File: config.mk
export PLATFORM = sky130hd
export DESIGN_NAME = touch_report_frame_assembler
export DESIGN_NICKNAME = d
export VERILOG_FILES = /design/src/rtl/trfa_pkg.sv /design/src/rtl/trfa_front.sv /design/src/rtl/trfa_queue.sv /design/src/rtl/trfa_back.sv /design/src/rtl/touch_report_frame_assembler.sv
export SDC_FILE = /design/constraint.sdc
export NUM_CORES = 1
export LEC_CHECK = 0
export BUFFER_PORTS_ARGS = -buffer_cell sky130_fd_sc_hd__buf_2
export CAP_MARGIN = 20
export CORE_UTILIZATION = 56
export DETAILED_ROUTE_END_ITERATION = 12
export GPL_TIMING_DRIVEN = 0
export PLACE_DENSITY = 0.85
export SLEW_MARGIN = 0
export SYNTH_ARGS = -nofsm -noshare
export SYNTH_HDL_FRONTEND = slang
export SYNTH_SLANG_ARGS = --single-unit
File: constraint.sdc
create_clock -name clk -period 6.27 [get_ports clk]
set_clock_uncertainty 0.05 [all_clocks]
set_input_delay 0 -clock clk [delete_from_list [all_inputs] [get_ports clk]]
set_output_delay 0 -clock clk [all_outputs]
set_load 0.01 [all_outputs]
File: src/rtl/trfa_pkg.sv
`default_nettype none

package trfa_pkg;

	localparam int unsigned SLOT_ID_W = 4;
	localparam int unsigned COORD_W   = 16;
	localparam int unsigned EXTENT_W  = 11;
	localparam int unsigned CNT_W     = 8;

	localparam logic [7:0] CFG_X_EXTENT = 8'd0;
	localparam logic [7:0] CFG_Y_EXTENT = 8'd1;

	localparam logic [EXTENT_W-1:0] X_EXTENT_RST = 11'd800;
	localparam logic [EXTENT_W-1:0] Y_EXTENT_RST = 11'd480;

	localparam logic [7:0] ID_FIRST = 8'd2;
	localparam logic [7:0] ID_LAST  = 8'd11;
	localparam int unsigned REL_BIT = 5;

	typedef enum logic [1:0] {
		KIND_CONTACT   = 2'd0,
		KIND_LIFT      = 2'd1,
		KIND_END_TOUCH = 2'd2,
		KIND_END_NONE  = 2'd3
	} kind_t;

	typedef enum logic [2:0] {
		ST_IDLE,
		ST_DECIDE,
		ST_WALK,
		ST_FEND,
		ST_APPLY
	} state_t;

	// decoded report as it travels from the front to the back
	typedef struct packed {
		logic [SLOT_ID_W-1:0] slot;
		logic                 rel;
		logic [COORD_W-1:0]   x;
		logic [COORD_W-1:0]   y;
	} item_t;

endpackage

`default_nettype wire

File: src/rtl/trfa_front.sv
`default_nettype none

module trfa_front import trfa_pkg::*; #(
	parameter int unsigned SLOTS = 5
) (
	input  wire logic                clk,
	input  wire logic                arst_n,
	input  wire logic                cfg_valid,
	output logic                     cfg_ready,
	input  wire logic [7:0]          cfg_index,
	input  wire logic [EXTENT_W-1:0] cfg_data,
	input  wire logic                in_valid,
	output logic                     in_stall,
	input  wire logic [7:0]          report_id,
	input  wire logic [7:0]          status_byte,
	input  wire logic [7:0]          x_high,
	input  wire logic [7:0]          y_high,
	input  wire logic [7:0]          low_bits,
	input  wire logic                q_full,
	output logic                     push,
	output item_t                    push_item
);

	logic [EXTENT_W-1:0] x_extent_q;
	logic [EXTENT_W-1:0] y_extent_q;
	logic [7:0]          id_m2;
	logic                id_ok;
	logic [9:0]          raw_x;
	logic [9:0]          raw_y;

	assign cfg_ready = 1'b1;

	always_ff @(posedge clk or negedge arst_n) begin
		if (!arst_n) begin
			x_extent_q <= X_EXTENT_RST;
			y_extent_q <= Y_EXTENT_RST;
		end else if (cfg_valid) begin
			if (cfg_index == CFG_X_EXTENT) begin
				x_extent_q <= cfg_data;
			end
			if (cfg_index == CFG_Y_EXTENT) begin
				y_extent_q <= cfg_data;
			end
		end
	end

	assign id_m2 = report_id - ID_FIRST;
	assign id_ok = (report_id >= ID_FIRST) && (report_id <= ID_LAST) && (id_m2 < 8'(SLOTS));

	assign raw_x = {x_high, low_bits[7:6]};
	assign raw_y = {y_high, low_bits[3:2]};

	// out-of-range ids are swallowed here and never reach the queue
	assign in_stall = q_full;
	assign push     = in_valid && !q_full && id_ok;

	always_comb begin
		push_item.slot = id_m2[SLOT_ID_W-1:0];
		push_item.rel  = status_byte[REL_BIT];
		push_item.x    = {5'd0, x_extent_q} - {6'd0, raw_x};
		push_item.y    = {5'd0, y_extent_q} - {6'd0, raw_y};
	end

endmodule

`default_nettype wire

File: src/rtl/trfa_queue.sv
`default_nettype none

module trfa_queue import trfa_pkg::*; (
	input  wire logic  clk,
	input  wire logic  arst_n,
	input  wire logic  push,
	input  wire item_t push_item,
	output logic       full,
	input  wire logic  pop,
	output logic       empty,
	output item_t      head
);

	item_t      mem_q [2];
	logic       wr_ptr_q;
	logic       rd_ptr_q;
	logic [1:0] count_q;

	assign full  = (count_q == 2'd2);
	assign empty = (count_q == 2'd0);
	assign head  = mem_q[rd_ptr_q];

	always_ff @(posedge clk) begin
		if (push) begin
			mem_q[wr_ptr_q] <= push_item;
		end
	end

	always_ff @(posedge clk or negedge arst_n) begin
		if (!arst_n) begin
			wr_ptr_q <= 1'b0;
			rd_ptr_q <= 1'b0;
			count_q  <= 2'd0;
		end else begin
			if (push) begin
				wr_ptr_q <= !wr_ptr_q;
			end
			if (pop) begin
				rd_ptr_q <= !rd_ptr_q;
			end
			if (push && !pop) begin
				count_q <= count_q + 2'd1;
			end else if (pop && !push) begin
				count_q <= count_q - 2'd1;
			end
		end
	end

endmodule

`default_nettype wire

File: src/rtl/trfa_back.sv
`default_nettype none

module trfa_back import trfa_pkg::*; #(
	parameter int unsigned SLOTS = 5
) (
	input  wire logic  clk,
	input  wire logic  arst_n,
	input  wire logic  q_empty,
	input  wire item_t q_head,
	output logic       pop,
	output logic       out_valid,
	input  wire logic  out_stall,
	output logic [1:0] record_kind,
	output logic [2:0] slot_index,
	output logic [15:0] pos_x,
	output logic [15:0] pos_y,
	output logic       last
);

	localparam int unsigned SLOT_W = (SLOTS > 1) ? $clog2(SLOTS) : 1;
	localparam logic [SLOT_W-1:0] LAST_IDX = SLOT_W'(SLOTS - 1);

	state_t state_q, state_d;

	item_t              cur_q;
	logic [SLOT_W-1:0]  cur_slot;
	logic [SLOT_W-1:0]  idx_q;
	logic               second_q;
	logic               first_vld_q;
	logic [COORD_W-1:0] first_x_q;
	logic [COORD_W-1:0] first_y_q;

	logic [SLOTS-1:0]   pmark_q;
	logic [SLOTS-1:0]   prel_q;
	logic [COORD_W-1:0] px_q [SLOTS];
	logic [COORD_W-1:0] py_q [SLOTS];
	logic [CNT_W-1:0]   pcnt_q;
	logic [SLOTS-1:0]   srel_q;
	logic [COORD_W-1:0] sx_q [SLOTS];
	logic [COORD_W-1:0] sy_q [SLOTS];
	logic [CNT_W-1:0]   scnt_q;

	logic [SLOTS-1:0]   fill_vec;
	logic               out_valid_q;
	logic               out_free;
	logic               do_fill;
	logic               emit_slot;
	logic               emit_end;
	logic               do_apply;
	logic               start_walk;
	logic               start_second;
	logic               end_last;

	assign cur_slot = cur_q.slot[SLOT_W-1:0];
	assign out_free = !out_valid_q || !out_stall;
	assign out_valid = out_valid_q;

	always_comb begin
		for (int i = 0; i < SLOTS; i++) begin
			fill_vec[i] = !pmark_q[i] && !srel_q[i];
		end
	end

	// a release that empties the frame flushes a second time; the first
	// frame end is then not the item's final record
	assign end_last = second_q || !(cur_q.rel && (pcnt_q == 8'd1));

	always_ff @(posedge clk or negedge arst_n) begin
		if (!arst_n) begin
			state_q <= ST_IDLE;
		end else begin
			state_q <= state_d;
		end
	end

	always_comb begin
		state_d      = state_q;
		pop          = 1'b0;
		do_fill      = 1'b0;
		emit_slot    = 1'b0;
		emit_end     = 1'b0;
		do_apply     = 1'b0;
		start_walk   = 1'b0;
		start_second = 1'b0;
		unique case (state_q)
			ST_IDLE: begin
				if (!q_empty) begin
					pop     = 1'b1;
					state_d = ST_DECIDE;
				end
			end
			ST_DECIDE: begin
				if (pmark_q[cur_slot]) begin
					do_fill    = $signed(scnt_q) > $signed(pcnt_q);
					start_walk = 1'b1;
					state_d    = ST_WALK;
				end else begin
					state_d = ST_APPLY;
				end
			end
			ST_WALK: begin
				if (!pmark_q[idx_q] || out_free) begin
					emit_slot = pmark_q[idx_q];
					if (idx_q == LAST_IDX) begin
						state_d = ST_FEND;
					end
				end
			end
			ST_FEND: begin
				if (out_free) begin
					emit_end = 1'b1;
					state_d  = second_q ? ST_IDLE : ST_APPLY;
				end
			end
			ST_APPLY: begin
				do_apply = 1'b1;
				if (cur_q.rel && ((scnt_q - 8'd1) == pcnt_q)) begin
					start_walk   = 1'b1;
					start_second = 1'b1;
					state_d      = ST_WALK;
				end else begin
					state_d = ST_IDLE;
				end
			end
			default: state_d = ST_IDLE;
		endcase
	end

	// walk bookkeeping
	always_ff @(posedge clk or negedge arst_n) begin
		if (!arst_n) begin
			idx_q       <= '0;
			second_q    <= 1'b0;
			first_vld_q <= 1'b0;
		end else begin
			if (start_walk) begin
				idx_q       <= '0;
				second_q    <= start_second;
				first_vld_q <= 1'b0;
			end else if (state_q == ST_WALK && state_d != state_q) begin
				idx_q <= '0;
			end else if (state_q == ST_WALK && (!pmark_q[idx_q] || out_free)) begin
				idx_q <= idx_q + SLOT_W'(1);
			end
			if (emit_slot && !prel_q[idx_q] && !first_vld_q) begin
				first_vld_q <= 1'b1;
			end
		end
	end

	always_ff @(posedge clk) begin
		if (pop) begin
			cur_q <= q_head;
		end
		if (emit_slot && !prel_q[idx_q] && !first_vld_q) begin
			first_x_q <= px_q[idx_q];
			first_y_q <= py_q[idx_q];
		end
	end

	// pending and sent frames
	always_ff @(posedge clk or negedge arst_n) begin
		if (!arst_n) begin
			pmark_q <= '0;
			prel_q  <= '1;
			pcnt_q  <= '0;
			srel_q  <= '1;
			scnt_q  <= '0;
		end else begin
			if (do_fill) begin
				for (int i = 0; i < SLOTS; i++) begin
					if (fill_vec[i]) begin
						pmark_q[i] <= 1'b1;
						prel_q[i]  <= srel_q[i];
					end
				end
				pcnt_q <= pcnt_q + CNT_W'($countones(fill_vec));
			end
			if (emit_end) begin
				srel_q  <= prel_q;
				scnt_q  <= pcnt_q;
				pmark_q <= '0;
				prel_q  <= '1;
				pcnt_q  <= '0;
			end
			if (do_apply) begin
				prel_q[cur_slot] <= cur_q.rel;
				if (cur_q.rel) begin
					scnt_q <= scnt_q - 8'd1;
					if ($signed(pcnt_q) < $signed(8'sd1)) begin
						pmark_q[cur_slot] <= 1'b1;
					end
				end else begin
					pcnt_q            <= pcnt_q + 8'd1;
					pmark_q[cur_slot] <= 1'b1;
				end
			end
		end
	end

	// positions only count where the matching status says contact
	always_ff @(posedge clk) begin
		if (do_fill) begin
			for (int i = 0; i < SLOTS; i++) begin
				if (fill_vec[i]) begin
					px_q[i] <= sx_q[i];
					py_q[i] <= sy_q[i];
				end
			end
		end
		if (emit_end) begin
			for (int i = 0; i < SLOTS; i++) begin
				sx_q[i] <= px_q[i];
				sy_q[i] <= py_q[i];
			end
		end
		if (do_apply) begin
			px_q[cur_slot] <= cur_q.x;
			py_q[cur_slot] <= cur_q.y;
		end
	end

	// output register
	always_ff @(posedge clk or negedge arst_n) begin
		if (!arst_n) begin
			out_valid_q <= 1'b0;
		end else if (emit_slot || emit_end) begin
			out_valid_q <= 1'b1;
		end else if (!out_stall) begin
			out_valid_q <= 1'b0;
		end
	end

	always_ff @(posedge clk) begin
		if (emit_slot) begin
			record_kind <= prel_q[idx_q] ? KIND_LIFT : KIND_CONTACT;
			slot_index  <= 3'(idx_q);
			pos_x       <= prel_q[idx_q] ? 16'd0 : px_q[idx_q];
			pos_y       <= prel_q[idx_q] ? 16'd0 : py_q[idx_q];
			last        <= 1'b0;
		end else if (emit_end) begin
			record_kind <= first_vld_q ? KIND_END_TOUCH : KIND_END_NONE;
			slot_index  <= 3'd0;
			pos_x       <= first_vld_q ? first_x_q : 16'd0;
			pos_y       <= first_vld_q ? first_y_q : 16'd0;
			last        <= end_last;
		end
	end

	a_walk_idx_range: assert property (@(posedge clk) disable iff (!arst_n)
		state_q == ST_WALK |-> idx_q <= LAST_IDX)
		else $error("flush walk index beyond slot count");

	a_commit_clears: assert property (@(posedge clk) disable iff (!arst_n)
		emit_end |=> (pcnt_q == 8'd0) && (pmark_q == '0))
		else $error("pending frame not cleared after frame end");

	// after the final frame end only the state update may remain, never another flush
	a_last_ends_item: assert property (@(posedge clk) disable iff (!arst_n)
		emit_end && end_last |=> !start_walk)
		else $error("final record issued while item still in progress");

	a_second_is_release: assert property (@(posedge clk) disable iff (!arst_n)
		state_q == ST_WALK && second_q |-> cur_q.rel)
		else $error("second flush without a release");

endmodule

`default_nettype wire

File: src/rtl/touch_report_frame_assembler.sv
// Without a flush, an accepted item is written into the queue, popped in ST_IDLE, checked in
// ST_DECIDE and applied to the frames in ST_APPLY. A flush walks every slot, one per cycle
// while the output is not stalled, then emits the frame end; an item can cause two flushes.
// The input is taken while the two-entry queue has room; results leave from one output register.
// Reset clears both frames and counts and loads x_extent 800, y_extent 480; no clearing pass.
`default_nettype none

module touch_report_frame_assembler import trfa_pkg::*; #(
	parameter int unsigned SLOTS = 5
) (
	input  wire logic                clk,
	input  wire logic                arst_n,
	input  wire logic                cfg_valid,
	output logic                     cfg_ready,
	input  wire logic [7:0]          cfg_index,
	input  wire logic [EXTENT_W-1:0] cfg_data,
	input  wire logic                in_valid,
	output logic                     in_stall,
	input  wire logic [7:0]          report_id,
	input  wire logic [7:0]          status_byte,
	input  wire logic [7:0]          x_high,
	input  wire logic [7:0]          y_high,
	input  wire logic [7:0]          low_bits,
	output logic                     out_valid,
	input  wire logic                out_stall,
	output logic [1:0]               record_kind,
	output logic [2:0]               slot_index,
	output logic [15:0]              pos_x,
	output logic [15:0]              pos_y,
	output logic                     last
);

	logic  q_full;
	logic  q_empty;
	logic  push;
	logic  pop;
	item_t push_item;
	item_t q_head;

	trfa_front #(.SLOTS(SLOTS)) u_front (
		.clk         (clk),
		.arst_n      (arst_n),
		.cfg_valid   (cfg_valid),
		.cfg_ready   (cfg_ready),
		.cfg_index   (cfg_index),
		.cfg_data    (cfg_data),
		.in_valid    (in_valid),
		.in_stall    (in_stall),
		.report_id   (report_id),
		.status_byte (status_byte),
		.x_high      (x_high),
		.y_high      (y_high),
		.low_bits    (low_bits),
		.q_full      (q_full),
		.push        (push),
		.push_item   (push_item)
	);

	trfa_queue u_queue (
		.clk       (clk),
		.arst_n    (arst_n),
		.push      (push),
		.push_item (push_item),
		.full      (q_full),
		.pop       (pop),
		.empty     (q_empty),
		.head      (q_head)
	);

	trfa_back #(.SLOTS(SLOTS)) u_back (
		.clk         (clk),
		.arst_n      (arst_n),
		.q_empty     (q_empty),
		.q_head      (q_head),
		.pop         (pop),
		.out_valid   (out_valid),
		.out_stall   (out_stall),
		.record_kind (record_kind),
		.slot_index  (slot_index),
		.pos_x       (pos_x),
		.pos_y       (pos_y),
		.last        (last)
	);

endmodule

`default_nettype wire
== Word-level counts from Yosys, hierarchy flattened ==
Memory sizes are Yosys's and may differ from the RTL's. A register that Yosys moved wholly into a read port is not among the register bits.
Cells that the tools add are included.
Operators by class
  $add $sub $neg: 13
  magnitude comparators: 8
  equality and inequality tests: 11
  multiplexer cells: 105
  bitwise logic cells: 1
  reduce and logical (&&, ||, !) cells: 54
Operators by type and width (count)
  $mux 16: 10
  $mux 8: 7
  $mux 1: 55
  $mux 5: 8
  $mux 3: 13
  $reduce_or 16->1: 2
  $sub 11x10->12: 2
  $logic_not 1->1: 21
  $logic_and 1x1->1: 18
  $add 8x8->8: 2
  $eq 8x1->1 const B: 2
  $pmux 3 s5: 1
  $mux 2: 5
  $bmux 1 s3: 3
  $add 8x1->8: 1
  $add 8x1->8 const B: 1
  $eq 8x8->1: 1
  $ge 8x2->1 const B: 1
  $gt 8x8->1: 1
  $le 8x4->1 const B: 1
  $logic_not 8->1: 1
  $lt 3x4->1 const B: 2
  $lt 8x2->1 const B: 1
  $lt 8x3->1 const B: 1
  23 further kinds: 32
Storage, ports and cells
  register bits: 136
  bits in writable memories: 394
  input port bits: 64
  output and inout port bits: 41
  logic and storage cells: 219
  memories kept: 5
Memory list
  u_back.px_q: words 5, width 16, read ports 6, clocked after Yosys merged registers in 0, write ports 5, RTL line trfa_back.sv:35  | logic [COORD_W-1:0] px_q [SLOTS];
  u_back.py_q: words 5, width 16, read ports 6, clocked after Yosys merged registers in 0, write ports 5, RTL line trfa_back.sv:36  | logic [COORD_W-1:0] py_q [SLOTS];
  u_back.sx_q: words 5, width 16, read ports 5, clocked after Yosys merged registers in 0, write ports 5, RTL line trfa_back.sv:39  | logic [COORD_W-1:0] sx_q [SLOTS];
  u_back.sy_q: words 5, width 16, read ports 5, clocked after Yosys merged registers in 0, write ports 5, RTL line trfa_back.sv:40  | logic [COORD_W-1:0] sy_q [SLOTS];
  u_queue.mem_q: words 2, width 37, read ports 1, clocked after Yosys merged registers in 1, write ports 1, RTL line trfa_queue.sv:14  | item_t mem_q [2];

== Depth between registers and ports, before layout ==
Gate-level depths: netlist (run 1).
  word-level depth: 10
  mapped depth: 12
  mapped depth without buffers: 12

== Cells and area by module ==
A second synthesis (run 1) with hierarchy kept.
Unflattened totals
  cells, all modules: 1875
  area, all modules: 27831.7 um2
Modules (own cells, without submodules)
  trfa_back: instances 1, cells an instance 1521, area each 22850.7 um2
  trfa_queue: instances 1, cells an instance 131, area each 2939.1 um2
  trfa_front: instances 1, cells an instance 223, area each 2042.0 um2

== Worst setup path before layout (run 1) ==
OpenSTA, ideal clock, no wires.
  path kind: reg2reg
  from: register u_back.out_valid_q, in the netlist u_back.out_valid
  to: register u_back.scnt_q[6]
  library setup time: 0.376 ns
  arrival time: 6.247 ns
  slack: -0.403 ns
  cell stages (with the launch flop): 8
  period minus slack after synthesis: 6.673 ns
  cell sequence: dfrtp_1 nand2_1 nand2_1 or2_2 clkbuf_1 clkinv_1 clkbuf_1 a221oi_1
On the way
  cells in the longest elaborated chain, start to end: 7
Ends and longest elaborated chain
  start: declaration: RTL line trfa_back.sv:44  | logic out_valid_q;
  start signal: assignment: RTL line trfa_back.sv:226  | out_valid_q <= 1'b0;
  start signal: assignment: RTL line trfa_back.sv:228  | out_valid_q <= 1'b1;
  start signal: assignment: RTL line trfa_back.sv:230  | out_valid_q <= 1'b0;
  $logic_not 1->1 *: RTL line trfa_back.sv:55  | assign out_free = !out_valid_q || !out_stall;
  $logic_or 1x1->1 *: RTL line trfa_back.sv:55
  $mux 1 *: RTL line trfa_back.sv:110  | if (out_free) begin
  $mux 1 *: RTL line trfa_back.sv:85  | unique case (state_q)
  via u_back.emit_end: RTL line trfa_back.sv:48  | logic emit_end;
  $mux 8 *: RTL line trfa_back.sv:179  | if (emit_end) begin
  $mux 8: RTL line trfa_back.sv:188  | if (cur_q.rel) begin
  $mux 8 *: RTL line trfa_back.sv:186  | if (do_apply) begin
  end signal: assignment: RTL line trfa_back.sv:181  | scnt_q <= pcnt_q;
  end signal: assignment: RTL line trfa_back.sv:189  | scnt_q <= scnt_q - 8'd1;
  end: declaration: RTL line trfa_back.sv:41  | logic [CNT_W-1:0] scnt_q;
Mark *: on every way through the listed nets, which the timed path passes. The rest lies on a longest branch.
A chain may end at the register's enable or synchronous reset.

== Final worst setup path (run 1) ==
  from: input cfg_index[4]
  to: register u_front.x_extent_q[10]
On the way
  cells in the longest elaborated chain, start to end: 2
Ends and longest elaborated chain
  start: declaration: RTL line touch_report_frame_assembler.sv:15  | input wire logic [7:0] cfg_index,
  $logic_not 8->1: RTL line trfa_front.sv:38  | if (cfg_index == CFG_X_EXTENT) begin
  $reduce_and 2->1 (no source line)
  end signal: assignment: RTL line trfa_front.sv:39  | x_extent_q <= cfg_data;
  end: declaration: RTL line trfa_front.sv:24  | logic [EXTENT_W-1:0] x_extent_q;
No other way between the ends.

==> flow_summary.ini, run 1 <==
[pwr]
p_leak_uw = 0.0111
powerDensity_mw_per_mm2 = 438
irDropWorstVdd_mv = 0.280

[timing]
max_clock_freq_mhz = 243
setup_tns_ns = 0
hold-worst-slack_ns = 0.00923
timing.final.crit_period_ns = 4.11
slew_headroom_pct = 30.0
worstMarginPinSlew_ns = 1.05
post-route-period-util_pct = 65.6
hold_viol = 0
setup_violations = 0
rsz0062_at_grt = no
slew_violations = 0

[logic_synthesis]
synth_cells = 1807
synth_cell_types = 74
syn_nets = 1917
ys_seq_area_share_pct = 69.9
ys_warn_count = 0
synth_flop_cell = edfxtp_1
synthArstFlopShare_pct = 10.8
synthTopCellsByArea = edfxtp_1 (63%), nand2_1 (6.1%), dfrtp_1 (4.7%), mux4_2 (3.9%), mux2_2 (3.5%)
synth.top_cell.area_share_pct = 63.3
syn_area_sq_mm = 0.0258
synth_edf_count = 545
synth_area_per_cell_sq_um = 14.3
synth_seq_cells = 612
yosysTopAreaCell = edfxtp_1

[place]
io_buffer_count = 92
hpwl_microns = 39600
gp_congestion = 0.943
place_area_sq_mm = 0.0273

[setup_path]
timing.reg2reg.worst_path_depth = 7
end_kind = flip-flop
worstPathArrival_ns = 4.61
crit_type = in -> reg
required_ns = 6.77
startpoint_type = input pin
critPathMaxFanout = 10

[global_route]
gr-total-overflow = 0
grt_pass1_wl_microns = 99200
grt_antenna_before_repair = 0
grt_max_degree = 113
grt_pass1_vias = 17305
track_usage_pct = 28.0

[clock_tree]
cts_setup_buffers = 0
cts_hold_buf = 53
cts_tree = yes
cts_resized = 0
clock_sinks = 612
cts_root_buf = clkbuf_16
cts_inserted_buffers = 58
cts_max_level = 2
clock_latency_ns = 0.62
cts.reportedPaths.clkPinSlew_ns = 0.06
clockBufferDepth = 3

[cells_and_area]
fillers = 3016
final_common_cell = edfxtp_1
diodes = 0
layout.nets = 2132
layout-drive-gt1-share_pct = 18.6
syn2layout_area_growth_pct = 15.9
final_cell_mix = edfxtp_1 (545), nand2_1 (411), buf_2 (100)
design_area_sq_mm = 0.0299

[die]
rows = 78
die_h_microns = 217
pin_count = 105
core_sq_mm = 0.0455
dieArea_sq_mm = 0.0470
dieWidth_microns = 217
initial_core_util_pct = 56.8

[route]
vias = 16850
routedWlPerCell_microns = 24.4
firstDrtPassIters = 5
route.detailed.drc = 0
routed_wl_microns = 65300
antenna_left = 0
avgViaCountPerCell = 6.31
drt_iter0_drc = 2225

[run]
maxCapViolations = 0

[run_status]
status = complete, no violations

[worst_hold_path]
hold_path_class = in -> async
path summary, 6_finish.rpt:
path | from | end | slack [ns]
setup reg to reg | u_back.idx_q[1] | u_back.first_y_q[4] | 2.42
max in group asynchronous | arst_n | u_back.scnt_q[7] | 5.51
min in group clk | status_byte[5] | u_queue.mem_q[1][32] | 0.14
hold reg to reg | u_back.py_q[1][0] | u_back.sy_q[0][16] | 0.40
hold / removal | arst_n | u_front.y_extent_q[3] | 0.009
setup / recovery | cfg_index[4] | u_front.x_extent_q[10] | 2.16
synth_stat cells (all sizes together) (27+ instances only):
master  instances
a32o           33
inv            65
xnor2          27
dfrtp          49
mux2           83
nand2         417
o21ai          44
mux4           45
nor2           85
a21o           50
clkbuf         57
edfxtp        545
a21oi          36
ha             41
registers in the layout, indices dropped and copies added, names as in the netlist, 8 cells and up:
register,cells
u_back.first_y_q,16
u_back.pos_x,16
u_back.sx_q,80
u_back.sy_q,80
u_back.pos_y,16
u_front.x_extent_q,11
u_back.first_x_q,16
u_back.pcnt_q,8
u_back.cur_q,28
u_back.px_q,116
u_queue.mem_q,56
u_back.py_q,116
u_back.scnt_q,8
u_front.y_extent_q,11
area by class of cell:
| type | instances | area, sq um | area share [%] |
|---|---|---|---|
| tap | 600 | 751 | 2.51 |
| buffer | 79 | 378 | 1.26 |
| clock buffer | 68 | 1530 | 5.11 |
| inverter | 66 | 248 | 0.828 |
| timing repair buffer | 155 | 1190 | 3.98 |
| sequential | 612 | 18100 | 60.3 |
| clock inverter | 41 | 574 | 1.92 |
| multi-input combinational | 1050 | 7200 | 24.1 |
per-layer routing:
layer,GRT usage [%],part of all wire (%),up-vias
li1,-,-,7104
met1,34.7,35,8202
met2,46.7,49,1290
met3,6.62,11,254
met4,13.5,4.5,0
met5,0,0,-
critical path, stage by stage:
cell,delay [ns]
dlygate4sd3_1,0.53
buf_2,0.12
nor4b_1,0.41
dlygate4sd3_1,0.64
nand2_1,0.08
dlygate4sd3_1,0.60
nor2_1,0.32
clkbuf_1,0.49
nand2_1,0.10
dlygate4sd3_1,0.61
o21ai_0,0.10
dlygate4sd3_1,0.59
kinds of logic (layout without fill, tap and decap cells):
group / after synthesis / in the layout / share of synthesized area, %
flip-flops: 612 / 612 / 69.9
buffers and inverters: 145 / 409 / 2.38
AO/OA/AOI/OAI: 234 / 234 / 6.64
multiplexers: 142 / 142 / 8.08
AND/OR/NAND/NOR: 594 / 594 / 9.48
other: 1 / 1 / 0.0145
adder cells (fa/ha/maj): 46 / 46 / 2.37
XOR/XNOR: 33 / 33 / 1.12
report_power, final:
part,internal [uW],switching [uW]
Combinational,1270,2090
Sequential,5350,488
Clock,2320,1570
per-stage QoR:
stage	cells	utilization (%)	setup slack [ns]	power (uW)
global placement	2499	59.5	0.854	8890
floorplan	1807	-	2.30	7930
CTS	2670	65.8	2.47	13000
detailed placement	2508	60.0	2.52	9080
global route	2671	65.8	2.03	13500
finish	2671	65.8	2.16	13100
(Power assumes the default switching activity.)
==> inputs of run 2 (changes only) <==
- ABC_AREA: not set -> 1
- CORE_UTILIZATION: 56 -> 59
- PLACE_DENSITY: 0.85 -> 0.86
- clock period: 6.27 -> 4.2 ns (I/O delays scaled with it)
==> run 2 against run 1 <==
  * Routed wire length up 9.6%
  * Cell count up 16%
  * Sequential share of layout area rose by 0.096 points
  * Worst setup slack got worse by 1.4 ns
  * Largest cell class unchanged
  * Non-clock buffer count up 19
  * Clock-buffer cell count is the same
  * Worst hold slack improved by 0.063 ns
==> flow_summary.ini, run 2 <==
[setup_path]
required_ns = 4.47
end_kind = flip-flop
startpoint_type = flip-flop
crit_type = reg -> reg
worstPathArrival_ns = 3.68
critPathBufInv = 5
cp_top_family = simple AND/OR/NAND/NOR gates
cp_slowest_cell = nand2_2
max_stage_delay_ns = 0.50
critPathMaxFanout = 19
cp_cell_sequence = clkbuf_1 > inv_1 > ha_1 > nand2_1 > nor2_1 > nand2_1 > nand2_1 > inv_1 > nand3_1 > nor2_2 > buf_4 > nand2_1 > nand2_2 > buf_16
cpMostUsedCell = nand2_1
r2r_slack_ns = 0.80

[route]
avgViaCountPerCell = 6.19
vias = 19206
route.detailed.drc = 0
firstDrtPassIters = 7
routed_wl_microns = 71500
antenna_left = 0
drt_iter0_drc = 2713
routedWlPerCell_microns = 23.1

[clock_tree]
cts_hold_buf = 53
cts_root_buf = clkbuf_16
clock_latency_ns = 0.64
cts_tree = yes
clockBufferDepth = 3
cts_inserted_buffers = 59
cts_setup_buffers = 0
cts_max_level = 2
clock_sinks = 612
cts.reportedPaths.clkPinSlew_ns = 0.07
cts_resized = 0

[cells_and_area]
final_util_pct = 69.1
design_area_sq_mm = 0.0299
layout-drive-gt1-share_pct = 12.0
syn2layout_area_growth_pct = 15.2
layout.nets = 2577
final_cell_mix = nand2_1 (546), edfxtp_1 (545), o21ai_0 (240)
seqCellArea_sq_mm = 0.0181
fillers = 2754
reg_top3 = u_back.px_q (116), u_back.py_q (116)
multiInputGateArea_sq_mm = 0.00672
final_common_cell = nand2_1

[global_route]
grt_max_degree = 110
grt_pass1_vias = 19058
grt_most_used_layer = met2
grt_pass1_wl_microns = 107000
grtUsageMet3_pct = 7.86
grt_use_met1_pct = 39.1
track_usage_pct = 32.2
grtUsageMet2_pct = 52.6
gr-total-overflow = 0
grt_antenna_before_repair = 0

[timing]
rsz0062_at_grt = no
slew_headroom_pct = 32.4
slew_violations = 0
timing.final.crit_period_ns = 3.40
max_clock_freq_mhz = 294
setup_violations = 0
worstMarginPinSlew_ns = 1.01
setup_tns_ns = 0
post-route-period-util_pct = 81.0
hold_viol = 0

[logic_synthesis]
synth_cell_types = 51
synth.top_cell.area_share_pct = 63.1
synth_edf_count = 545
synthTopCellsByArea = edfxtp_1 (63%), nand2_1 (8.0%), dfrtp_1 (4.7%), o21ai_0 (4.6%), nor2_1 (2.7%)
syn_nets = 2359
yosysTopAreaCell = edfxtp_1
synth_common_cells = nand2_1 (552), edfxtp_1 (545), o21ai_0 (240)
synth_flop_cell = edfxtp_1
ys_warn_count = 0
syn_area_sq_mm = 0.0260
synth_seq_cells = 612
synth_most_common_cell = nand2_1
ys_seq_area_share_pct = 69.6
synthArstFlopShare_pct = 10.8
synth_area_per_cell_sq_um = 11.5
synth_cells = 2249

[die]
core_sq_mm = 0.0433
die_h_microns = 212
initial_core_util_pct = 60.0
dieArea_sq_mm = 0.0448
rows = 76
dieWidth_microns = 212
pin_count = 105

[place]
io_buffer_count = 92
hpwl_microns = 45700
place_area_sq_mm = 0.0274
gp_congestion = 0.956

[run]
maxCapViolations = 0

[worst_hold_path]
hold_path_class = in -> reg

[pwr]
irDropWorstVdd_mv = 0.417
powerDensity_mw_per_mm2 = 649
p_leak_uw = 0.0119

[run_status]
status = complete, no violations
run 2: kinds of logic after synthesis:
logic type	Yosys count	synth area share, %
buffers and inverters	296	4.65
other	1	0.0144
and+or+nand+nor	819	12.4
adders and majority gates	46	2.36
muxes	4	0.154
DFF	612	69.6
AOI/OAI and AO/OA	437	9.71
xor gates and xnor gates	34	1.15
run 2: cell type report:
cell class                 count  area share (%)
timing repair buffer         157            4.14
clock inverter                41            1.37
sequential                   612            60.4
antenna                        1         0.00837
clock buffer                  68            5.05
buffer                        96            1.56
multi-input combinational   1341            22.5
inverter                     200            2.51
tap                          585            2.45
run 2: path summary, 6_finish.rpt:
| path | from | to | cells after the start |
|---|---|---|---|
| hold / removal | status_byte[5] | u_queue.mem_q[1][32] | 2 |
| setup / recovery | u_back.pcnt_q[3] | u_back.py_q[3][13] | 14 |
| setup reg to reg | u_back.pcnt_q[3] | u_back.py_q[3][13] | 14 |
| hold reg to reg | u_back.px_q[4][11] | u_back.sx_q[0][75] | 0 |
| min in group asynchronous | arst_n | u_front.x_extent_q[8] | 3 |
| max in group asynchronous | arst_n | u_front.x_extent_q[7] | 4 |
run 2: worst reg2reg max path, cell delays in order (launching register included):
cell	delay [ns]
dfrtp_1	0.32
clkbuf_1	0.30
inv_1	0.19
ha_1	0.33
nand2_1	0.09
nor2_1	0.05
nand2_1	0.05
nand2_1	0.08
inv_1	0.06
nand3_1	0.09
nor2_2	0.32
buf_4	0.25
nand2_1	0.13
nand2_2	0.50
buf_16	0.27
run 2: power breakdown:
part	switching, uW	leakage (uW)	internal (uW)	total (uW)
Combinational	3800	0.00521	1500	5300
Sequential	703	0.00575	8010	8710
Clock	2370	0.000926	3020	5390
run 2: routing by layer:
metal / up-vias / routed length (microns) / share of wire (%)
li1: 8203 / - / -
met1: 9096 / 24300 / 34
met2: 1596 / 33800 / 47
met3: 311 / 9150 / 13
met4: 0 / 4280 / 6.0
met5: - / 0 / 0
run 2: per-stage QoR:
step | power, uW | hold WS [ns] | worst slack (ns) | std cells
after detailed placement | 13800 | -0.112 | 0.876 | 2938
after CTS | 19200 | 0.0208 | 0.863 | 3100
after global placement | 13500 | 0.144 | -0.457 | 2926
after global routing | 20000 | 0.0663 | 0.658 | 3100
after floorplan | 11700 | -0.346 | 0.742 | 2249
final | 19400 | 0.0721 | 0.796 | 3101
